==> config.mk <==
export PLATFORM = sky130hd
export DESIGN_NAME = slps_back
export DESIGN_NICKNAME = d
export VERILOG_FILES = /design/src/rtl/slps_pkg.sv /design/src/rtl/slps_back.sv
export VERILOG_INCLUDE_DIRS = /design/src /design/src/rtl
export SDC_FILE = /design/constraint.sdc
export NUM_CORES = 2
export LEC_CHECK = 0
export ABC_CLOCK_PERIOD_IN_PS = 59100
export BUFFER_PORTS_ARGS = -buffer_cell sky130_fd_sc_hd__buf_2
export CELL_PAD_IN_SITES_DETAIL_PLACEMENT = 1
export CELL_PAD_IN_SITES_GLOBAL_PLACEMENT = 2
export CORE_MARGIN = 1.5
export CORE_UTILIZATION = 35
export CTS_BUF_LIST = sky130_fd_sc_hd__clkbuf_8
export CTS_CLUSTER_DIAMETER = 60
export DETAILED_ROUTE_END_ITERATION = 7
export GPL_ROUTABILITY_DRIVEN = 0
export PLACE_DENSITY = 0.75
export SYNTH_ARGS = -nofsm -noshare
export SYNTH_HDL_FRONTEND = slang
export SYNTH_SLANG_ARGS = --single-unit
==> constraint.sdc <==
create_clock -name clk -period 59.1 [get_ports clk]
set_input_delay 2.955 -clock clk [delete_from_list [all_inputs] [get_ports clk]]
set_output_delay 2.955 -clock clk [all_outputs]
set_load 0.05 [all_outputs]
==> src/rtl/signed_log_likelihood_pair_score_top_macros.svh <==
// Assertion helpers for the RTL file that checks its own logic (slps_back).
// Each macro expects signals named clk and arst_n in the module that uses it.
`ifndef SIGNED_LOG_LIKELIHOOD_PAIR_SCORE_TOP_MACROS_SVH
`define SIGNED_LOG_LIKELIHOOD_PAIR_SCORE_TOP_MACROS_SVH

// The consequent must hold in the same cycle as the antecedent.
`define SLPS_ASSERT_SAME(label, ante, cons) \
	label: assert property (@(posedge clk) disable iff (!arst_n) (ante) |-> (cons)) \
		else $error("slps assertion failed");

// The consequent must hold in the cycle after the antecedent.
`define SLPS_ASSERT_NEXT(label, ante, cons) \
	label: assert property (@(posedge clk) disable iff (!arst_n) (ante) |=> (cons)) \
		else $error("slps assertion failed");

`endif

==> src/rtl/slps_pkg.sv <==
`timescale 1ns / 1ps
`default_nettype none
package slps_pkg;

	localparam int IN_WIDTH   = 40;
	localparam int EXP_WIDTH  = 56;
	localparam int EVID_WIDTH = 41;
	localparam int LN_BITS    = 48;
	localparam logic [63:0] LN2_Q62 = 64'h2C5C85FDF473DE6B;

	typedef enum logic [3:0] {
		ST_OK          = 4'd0,
		ST_LEFT_ZERO   = 4'd1,
		ST_RIGHT_ZERO  = 4'd2,
		ST_PAIR_LEFT   = 4'd3,
		ST_PAIR_RIGHT  = 4'd4,
		ST_FLAG_MISM   = 4'd5,
		ST_LEFT_TOTAL  = 4'd6,
		ST_RIGHT_TOTAL = 4'd7,
		ST_CELL_EXCESS = 4'd8
	} status_t;

	typedef struct packed {
		logic        start;
		logic [63:0] a;
		logic [63:0] b;
	} mul_req_t;

	typedef struct packed {
		logic         done;
		logic [127:0] p;
	} mul_rsp_t;

endpackage
`default_nettype wire

==> src/rtl/slps_back.sv <==
`timescale 1ns / 1ps
`default_nettype none
`include "signed_log_likelihood_pair_score_top_macros.svh"
module slps_back #(
	parameter int COUNT_WIDTH   = 40,
	parameter int FRACTION_BITS = 16
) (
	input  logic                                clk,
	input  logic                                arst_n,
	input  logic                                q_empty,
	output logic                                q_pop,
	input  logic [3*COUNT_WIDTH+3:0]            q_data,
	input  logic [COUNT_WIDTH-1:0]              corpus,
	output slps_pkg::mul_req_t                  mul_req,
	input  slps_pkg::mul_rsp_t                  mul_rsp,
	output logic                                res_push,
	input  logic                                res_full,
	output logic [slps_pkg::EXP_WIDTH-1:0]      res_expected,
	output logic [slps_pkg::EVID_WIDTH-1:0]     res_evidence,
	output logic [3:0]                          res_status
);

	localparam int CW       = COUNT_WIDTH;
	localparam int DW       = 2 * COUNT_WIDTH + FRACTION_BITS;
	localparam int QW       = COUNT_WIDTH + FRACTION_BITS;
	localparam int SQ_SHIFT = slps_pkg::LN_BITS - 2 * FRACTION_BITS;
	localparam int LOG_ROUNDS = slps_pkg::LN_BITS;
	localparam int ROOT_STEPS = 64;
	localparam logic [3:0] CELL_NEG_FIRST = 4'd5;
	localparam logic [3:0] CELL_COUNT     = 4'd9;
	localparam logic [63:0] EMAX = 64'd1 << (slps_pkg::EVID_WIDTH - 1);

	typedef enum logic [10:0] {
		S_IDLE = 11'b00000000001,
		S_LR   = 11'b00000000010,
		S_JN   = 11'b00000000100,
		S_DIV  = 11'b00000001000,
		S_CELL = 11'b00000010000,
		S_NORM = 11'b00000100000,
		S_SQ   = 11'b00001000000,
		S_LN   = 11'b00010000000,
		S_XL   = 11'b00100000000,
		S_ROOT = 11'b01000000000,
		S_DONE = 11'b10000000000
	} state_t;

	state_t            state_q;
	logic              mul_busy_q;
	logic [7:0]        cnt_q;
	logic [3:0]        cidx_q;
	logic [CW-1:0]     l_q, r_q, j_q;
	slps_pkg::status_t st_q;
	logic [127:0]      lr_q, jn_q;
	logic [DW-1:0]     dsh_q;
	logic [CW-1:0]     drem_q;
	logic [QW-1:0]     quo_q;
	logic [63:0]       m_q;
	logic [5:0]        k_q;
	logic [47:0]       frac_q;
	logic [63:0]       ln_q;
	logic [127:0]      pos_q, neg_q, v_q;
	logic [65:0]       rrem_q;
	logic [63:0]       root_q;

	slps_pkg::status_t q_status;
	logic              take;
	logic              in_mul;
	logic              done;
	logic [CW-1:0]     cval;
	logic [CW:0]       dtrial;
	logic              dge;
	logic [63:0]       sq;
	logic [127:0]      dpos, dval;
	logic [67:0]       rsh, rtrial;
	logic              rge;
	logic              sat_exp;
	logic [63:0]       cap_n, cap_p;
	logic [slps_pkg::EVID_WIDTH-1:0] neg_ev;

	assign q_status = slps_pkg::status_t'(q_data[3*CW+3:3*CW]);
	assign take     = (state_q == S_IDLE) && !q_empty;
	assign q_pop    = take;
	assign done     = mul_rsp.done;
	assign in_mul   = (state_q == S_LR) || (state_q == S_JN) || (state_q == S_SQ) ||
	                  (state_q == S_LN) || (state_q == S_XL);

	// The nine table cells: five enter the sum with a plus sign, four with a minus.
	always_comb begin
		unique case (cidx_q)
			4'd0:    cval = j_q;
			4'd1:    cval = l_q - j_q;
			4'd2:    cval = r_q - j_q;
			4'd3:    cval = corpus - r_q + j_q - l_q;
			4'd4:    cval = corpus;
			4'd5:    cval = l_q;
			4'd6:    cval = corpus - l_q;
			4'd7:    cval = r_q;
			4'd8:    cval = corpus - r_q;
			default: cval = '0;
		endcase
	end

	always_comb begin
		mul_req.start = in_mul && !mul_busy_q;
		unique case (state_q)
			S_LR: begin
				mul_req.a = 64'(l_q);
				mul_req.b = 64'(r_q);
			end
			S_JN: begin
				mul_req.a = 64'(j_q);
				mul_req.b = 64'(corpus);
			end
			S_SQ: begin
				mul_req.a = m_q;
				mul_req.b = m_q;
			end
			S_LN: begin
				mul_req.a = 64'({k_q, frac_q});
				mul_req.b = slps_pkg::LN2_Q62;
			end
			S_XL: begin
				mul_req.a = 64'(cval);
				mul_req.b = ln_q;
			end
			default: begin
				mul_req.a = '0;
				mul_req.b = '0;
			end
		endcase
	end

	assign dtrial = {drem_q, dsh_q[DW-1]};
	assign dge    = dtrial >= {1'b0, corpus};
	assign sq     = mul_rsp.p[125:62];
	assign dpos   = pos_q - neg_q;
	assign dval   = (pos_q < neg_q) ? '0 : {dpos[126:0], 1'b0};
	assign rsh    = {rrem_q, v_q[127:126]};
	assign rtrial = {2'b00, root_q, 2'b01};
	assign rge    = rsh >= rtrial;

	always_ff @(posedge clk or negedge arst_n) begin
		if (!arst_n) begin
			state_q    <= S_IDLE;
			mul_busy_q <= 1'b0;
			cnt_q      <= '0;
			cidx_q     <= '0;
		end else begin
			if (mul_req.start) begin
				mul_busy_q <= 1'b1;
			end else if (done) begin
				mul_busy_q <= 1'b0;
			end
			unique case (state_q)
				S_IDLE: begin
					if (!q_empty) begin
						state_q <= (q_status == slps_pkg::ST_OK) ? S_LR : S_DONE;
					end
				end
				S_LR: begin
					if (done) state_q <= S_JN;
				end
				S_JN: begin
					if (done) begin
						state_q <= S_DIV;
						cnt_q   <= '0;
					end
				end
				S_DIV: begin
					cnt_q <= cnt_q + 8'd1;
					if (cnt_q == 8'(DW - 1)) begin
						state_q <= S_CELL;
						cidx_q  <= '0;
					end
				end
				S_CELL: begin
					if (cidx_q == CELL_COUNT) begin
						state_q <= S_ROOT;
						cnt_q   <= '0;
					end else if (cval == '0) begin
						cidx_q <= cidx_q + 4'd1;
					end else begin
						state_q <= S_NORM;
					end
				end
				S_NORM: begin
					if (m_q[62]) begin
						state_q <= S_SQ;
						cnt_q   <= '0;
					end
				end
				S_SQ: begin
					if (done) begin
						cnt_q <= cnt_q + 8'd1;
						if (cnt_q == 8'(LOG_ROUNDS - 1)) state_q <= S_LN;
					end
				end
				S_LN: begin
					if (done) state_q <= S_XL;
				end
				S_XL: begin
					if (done) begin
						state_q <= S_CELL;
						cidx_q  <= cidx_q + 4'd1;
					end
				end
				S_ROOT: begin
					cnt_q <= cnt_q + 8'd1;
					if (cnt_q == 8'(ROOT_STEPS - 1)) state_q <= S_DONE;
				end
				S_DONE: begin
					if (!res_full) state_q <= S_IDLE;
				end
				default: state_q <= S_IDLE;
			endcase
		end
	end

	always_ff @(posedge clk) begin
		unique case (state_q)
			S_IDLE: begin
				if (take) begin
					l_q   <= q_data[CW-1:0];
					r_q   <= q_data[2*CW-1:CW];
					j_q   <= q_data[3*CW-1:2*CW];
					st_q  <= q_status;
					pos_q <= '0;
					neg_q <= '0;
				end
			end
			S_LR: begin
				if (done) lr_q <= mul_rsp.p;
			end
			S_JN: begin
				if (done) begin
					jn_q   <= mul_rsp.p;
					dsh_q  <= {lr_q[2*CW-1:0], {FRACTION_BITS{1'b0}}};
					drem_q <= '0;
					quo_q  <= '0;
				end
			end
			S_DIV: begin
				dsh_q  <= {dsh_q[DW-2:0], 1'b0};
				drem_q <= dge ? CW'(dtrial - {1'b0, corpus}) : CW'(dtrial);
				quo_q  <= {quo_q[QW-2:0], dge};
			end
			S_CELL: begin
				if (cidx_q == CELL_COUNT) begin
					v_q    <= dval >> SQ_SHIFT;
					rrem_q <= '0;
					root_q <= '0;
				end else begin
					m_q    <= 64'(cval);
					k_q    <= 6'd62;
					frac_q <= '0;
				end
			end
			S_NORM: begin
				if (!m_q[62]) begin
					m_q <= {m_q[62:0], 1'b0};
					k_q <= k_q - 6'd1;
				end
			end
			S_SQ: begin
				if (done) begin
					m_q    <= sq[63] ? {1'b0, sq[63:1]} : sq;
					frac_q <= {frac_q[46:0], sq[63]};
				end
			end
			S_LN: begin
				if (done) ln_q <= mul_rsp.p[125:62];
			end
			S_XL: begin
				if (done) begin
					if (cidx_q < CELL_NEG_FIRST) pos_q <= pos_q + mul_rsp.p;
					else neg_q <= neg_q + mul_rsp.p;
				end
			end
			S_ROOT: begin
				v_q    <= {v_q[125:0], 2'b00};
				rrem_q <= rge ? 66'(rsh - rtrial) : 66'(rsh);
				root_q <= {root_q[62:0], rge};
			end
			S_DONE: begin
			end
			default: begin
			end
		endcase
	end

	// Result formatting with saturation on both numeric fields.
	assign sat_exp = (QW > slps_pkg::EXP_WIDTH) ? (|(quo_q >> slps_pkg::EXP_WIDTH)) : 1'b0;
	assign cap_n   = (root_q > EMAX) ? EMAX : root_q;
	assign cap_p   = (root_q > EMAX - 64'd1) ? EMAX - 64'd1 : root_q;
	assign neg_ev  = ~slps_pkg::EVID_WIDTH'(cap_n) + 1'b1;

	always_comb begin
		res_push   = (state_q == S_DONE) && !res_full;
		res_status = st_q;
		if (st_q != slps_pkg::ST_OK) begin
			res_expected = '0;
			res_evidence = '0;
		end else begin
			res_expected = sat_exp ? '1 : slps_pkg::EXP_WIDTH'(quo_q);
			if (jn_q < lr_q) res_evidence = neg_ev;
			else if (lr_q < jn_q) res_evidence = slps_pkg::EVID_WIDTH'(cap_p);
			else res_evidence = '0;
		end
	end

	`SLPS_ASSERT_SAME(a_err_zero, res_push && (res_status != slps_pkg::ST_OK), (res_expected == '0) && (res_evidence == '0))
	`SLPS_ASSERT_SAME(a_done_busy, mul_rsp.done, mul_busy_q && in_mul)
	`SLPS_ASSERT_NEXT(a_take_leaves, q_pop, state_q != S_IDLE)
	`SLPS_ASSERT_SAME(a_start_idle, mul_req.start, !mul_busy_q && !mul_rsp.done)

endmodule
`default_nettype wire

# After elaboration in Yosys (flattened, before gate mapping)

Index checks and enable logic that the tools add are counted.

Memory bits (writable): 0
Bits of input ports: 297
Memories kept: 0
Register bits: 1,292
Bits in latches: 0
Bits in read-only memories: 0
Output and inout port bits: 232
Word-level logic and storage cells: 196

$mul: 0
Muxes and demuxes: 68
Magnitude comparators: 8
Equality and inequality tests: 42
Div/mod/pow operators: 0
Shift-type cells: 0
$add $sub $neg: 15
Reductions and logical operators: 39
Bitwise gates (word level): 1

Operators with widths:

| operator          | count |
|---|---|
| $mux 128          | 7 |
| $pmux 128 s2      | 3 |
| $pmux 128 s5      | 1 |
| $lt 128x128->1    | 3 |
| $pmux 40 s9       | 1 |
| $add 128x128->128 | 2 |
| $mux 64           | 4 |
| $sub 40x40->40    | 6 |
| $mux 41           | 5 |
| $pmux 64 s3       | 1 |
| $pmux 96 s2       | 1 |
| $mux 11           | 14 |
| $mux 66           | 2 |
| $pmux 66 s2       | 1 |
| $pmux 64 s2       | 1 |
| $sub 127x127->127 | 1 |
| $pmux 11 s11      | 1 |
| $mux 56           | 2 |
| $pmux 56 s2       | 1 |
| $mux 48           | 2 |
| $mux 96           | 1 |
| $pmux 48 s2       | 1 |
| $mux 40           | 2 |
| $pmux 40 s2       | 1 |
| 55 further kinds  | 109 |

# Longest topological paths before layout

Depth after elaboration: 8
Depth in mapped cells: 32

# Worst setup path before layout

OpenSTA, ideal clock, no wires.

Path kind: register to register
Start: register cidx_q[1]
End: register root_q[0], enable pin
Path buffers: 3
Slack: 38.243 ns
Clock period less this slack: 20.857 ns
Data arrival time: 19.622 ns
Cell stages (with the launch flop): 8
Cells stage by stage: dfrtp_1 > inv_1 > ha_1 > clkbuf_1 > clkbuf_1 > clkbuf_1 > nand2_1 > o21ai_0

Cells in the longest elaborated chain, start to end: 3

RTL lines:

| what                       | line             | RTL |
|---|---|---|
| start, declared            | slps_back.sv:50  | `logic [3:0] cidx_q;` |
| start signal, assigned     | slps_back.sv:181 | `cidx_q <= cidx_q + 4'd1;` |
| start signal, assigned     | slps_back.sv:204 | `cidx_q <= cidx_q + 4'd1;` |
| $eq 4x4->1                 | slps_back.sv:248 | `if (cidx_q == CELL_COUNT) begin` |
| $ne 2x2->1 (no line)       | n/a              |  |
| $reduce_and 2->1 (no line) | n/a              |  |
| end signal, assigned       | slps_back.sv:282 | `root_q <= {root_q[62:0], rge};` |
| end, declared              | slps_back.sv:63  | `logic [63:0] root_q;` |

Every way passes these cells.
A chain may end at the register's enable or synchronous reset.

==> run_results.csv <==
group,metric,value,unit
status,status,"complete, no violations",
floorplan,fp.dieH,525,um
grt,grt_pass1_wl,589,mm
grt,grt_max_degree,129,
critical_path,worstSetupEndpointType,"primary output",
critical_path,crit_arrival,9800,ps
timing,fmax,78.4,MHz
detailed_routing,vias,86200,
final_layout,drive_gt1_share,9.61,%
floorplan,core-area,271000,um^2
min_path,hp-class,"register to register",
timing,tightestPinTransition,1290,ps
synth,synthMostInstantiatedCell,"edfxtp_1",
timing,tns,0,ps
floorplan,start_util,35.2,%
clock_network,htreeDepth,4,
detailed_routing,drt-total-wl,402,mm
timing,rsz0062_at_grt,"no",
synth,synthCells,10500,
floorplan,num_rows,191,
floorplan,die-area,276000,um^2
synth,syn-mean-instance-area,9.10,um^2
power_and_ir_drop,p_per_area,34.1,nW/um^2
run,maxCapViolCount,0,
grt,use_met1,35.4,%
clock_network,cts_tree,"done",
synth,yosysSeqAreaShare,40.0,%
detailed_routing,drtPass1Iterations,8,
detailed_routing,routed_via_density,5.89,
detailed_routing,first_iter_violations,7504,
final_layout,areaGrowthSynthToFinish,11.4,%
power_and_ir_drop,ir_worst_vdd,0.0205,mV
timing,hold_violations,0,
synth,synth_area_leaders,"edfxtp_1, ha_1, a21oi_1",
timing,period_share,21.6,%
timing,fin_skew,100,ps
clock_network,hold_buffers,0,
final_layout,stdcell_count,14600,
grt,track_usage,28.2,%
timing,slew_viol_final,0,
placed_design,numPlacedInstances,14200,
timing,finalSetupViolations,0,
clock_network,postCtsSetupBuffers,0,
critical_path,crit_type,"input port to primary output",
clock_network,numCtsBuffers,245,
synth,ys_ff_latch,1275,
power_and_ir_drop,cellLeakagePower,43.8,nW
critical_path,worstPathMaxFanout,10,
floorplan,die_x,525,um
final_layout,nNetsFinal,12000,
synth,ys_warn_count,0,
synth,synth_commonest_cells,"edfxtp_1, nand2_1, nor2_1, a21oi_1, ha_1",
grt,overflow,0,
synth,syn-cell-area,95500,um^2
final_layout,final-seq-area,38200,um^2
timing,min_period,12750,ps
synth,synthFlopType,"edfxtp_1",
floorplan,io_pins,529,
synth,synth_top_cell_by_area,"edfxtp_1",
critical_path,required,56150,ps
grt,grt_pass1_vias,88600,
detailed_routing,drtAntennaViolNets,0,
final_layout,multi_input_area,52800,um^2
clock_network,cts_resized,0,
final_layout,fillers,31500,
clock_network,worstSkewPairLatency,1070,ps
clock_network,root_buffer,"clkbuf_8",
grt,use_met2,45.9,%
synth,synth_top_area_share,39.4,%
timing,slew_headroom,13.2,%
grt,grt.busiest_layer,"met2",
synth,async_reset_ff_share,1.88,%
placed_design,post-dp-hpwl,309,mm
grt,antenna_found_initial,59,
placed_design,port-buffer-count,527,
clock_network,numClockSinks,1275,
detailed_routing,drc,0,
synth,synth-edff-count,1251,
critical_path,start_kind,"input port",
synth,syn-num-nets,11600,
detailed_routing,wl_per_cell,27.4,um
clock_network,clockBufferDepth,4,
grt,met3_usage,4.60,%
critical_path,r2r_slack,50250,ps
synth,synth_cell_type_count,95,
clock_network,cts.clk_slew.worst_paths,60,ps
[cells by family after synthesis]
family          share of synthesized area [%]
fa+ha+maj                                11.2
xor+xnor                                 5.06
flops                                    40.0
compound gates                           21.3
other cells                           0.00393
simple gates                             16.4
buf+inv                                  4.93
mux                                      1.18
[path summary, 6_finish.rpt]
kind / endpoint / from / depth (start not counted)
max: mul_req[102] / corpus[0] / 25
min: v_q[59] / v_q[57] / 2
max reg2reg: cidx_q[3] / r_q[0] / 28
min reg2reg: v_q[59] / v_q[57] / 2
max in group asynchronous: cnt_q[3] / arst_n / 1
min in group asynchronous: mul_busy_q / arst_n / 1
[placed cells by master, fill, tap and decap left out, drive strengths merged, types with 107 or more instances in the layout]
master  instances
xor2          242
inv           797
o21ai         717
a21oi         914
xnor2         310
ha            780
edfxtp       1251
nor2          970
o21bai        117
a211oi        108
clkinv        107
a21o          425
clkbuf        253
nand2        1017
nand4         228
nand3         172
and2          235
buf           627
nor3          161
[through the flow]
stage	util [%]	hold slack [ps]	setup WS [ps]	total power [mW]	instance area (um^2)
4_1_cts	39.2	479	46630	3.62	106000
3_5_place_dp	37.5	470	46660	2.72	102000
2_1_floorplan	-	445	38240	2.25	95500
5_1_grt	39.2	501	46010	3.83	106000
6_report	39.2	456	46350	3.63	106000
3_3_place_gp	37.5	460	46560	2.69	102000
[registers in the layout, summed over array words and instances (netlist names), 11 cells and up]
signal,flops
dsh_q,80
v_q,128
m_q,63
neg_q,128
root_q,64
ln_q,64
frac_q,48
pos_q,128
r_q,40
quo_q,56
drem_q,40
jn_q,128
state_q,11
lr_q,128
j_q,40
rrem_q,66
l_q,40
[per-layer routing]
layer | up-vias | wire, um
met5 | - | 90
met4 | 14 | 26300
met3 | 972 | 25800
met2 | 3050 | 183000
met1 | 42900 | 167000
li1 | 39300 | -
[worst max-delay path, stage by stage]
cell and delay, ps:
buf_2 170, inv_1 100, ha_1 240, fa_1 410, nand2b_1 200, a211oi_1 370, or3_1 320, a21o_1 220
a21oi_1 210, xnor2_1 400, inv_1 100, fa_1 490, inv_1 40, ha_1 450, nand4_1 240, a211oi_1 280
o21ai_0 180, a32oi_1 290, a211oi_1 120, o31ai_1 550, a21boi_0 230, xnor2_1 170, a221oi_1 610, o21ai_0 170
buf_2 250
[power by group]
part           internal (mW)  leakage, nW  switching, mW
logic                  0.564         30.1           1.03
clock network          0.457         2.58          0.429
registers               1.08         11.2         0.0729
total                   2.10         43.8           1.53
[layout make-up]
type / count / share of cell area [%]
sequential: 1275 / 35.9
clock inverter: 190 / 1.14
timing repair buffer: 627 / 3.20
multi-input combinational: 7972 / 49.6
clock buffer: 253 / 3.27
antenna: 23 / 0.0541
inverter: 739 / 2.61
tap: 3570 / 4.20
(Power assumes the default switching activity.)
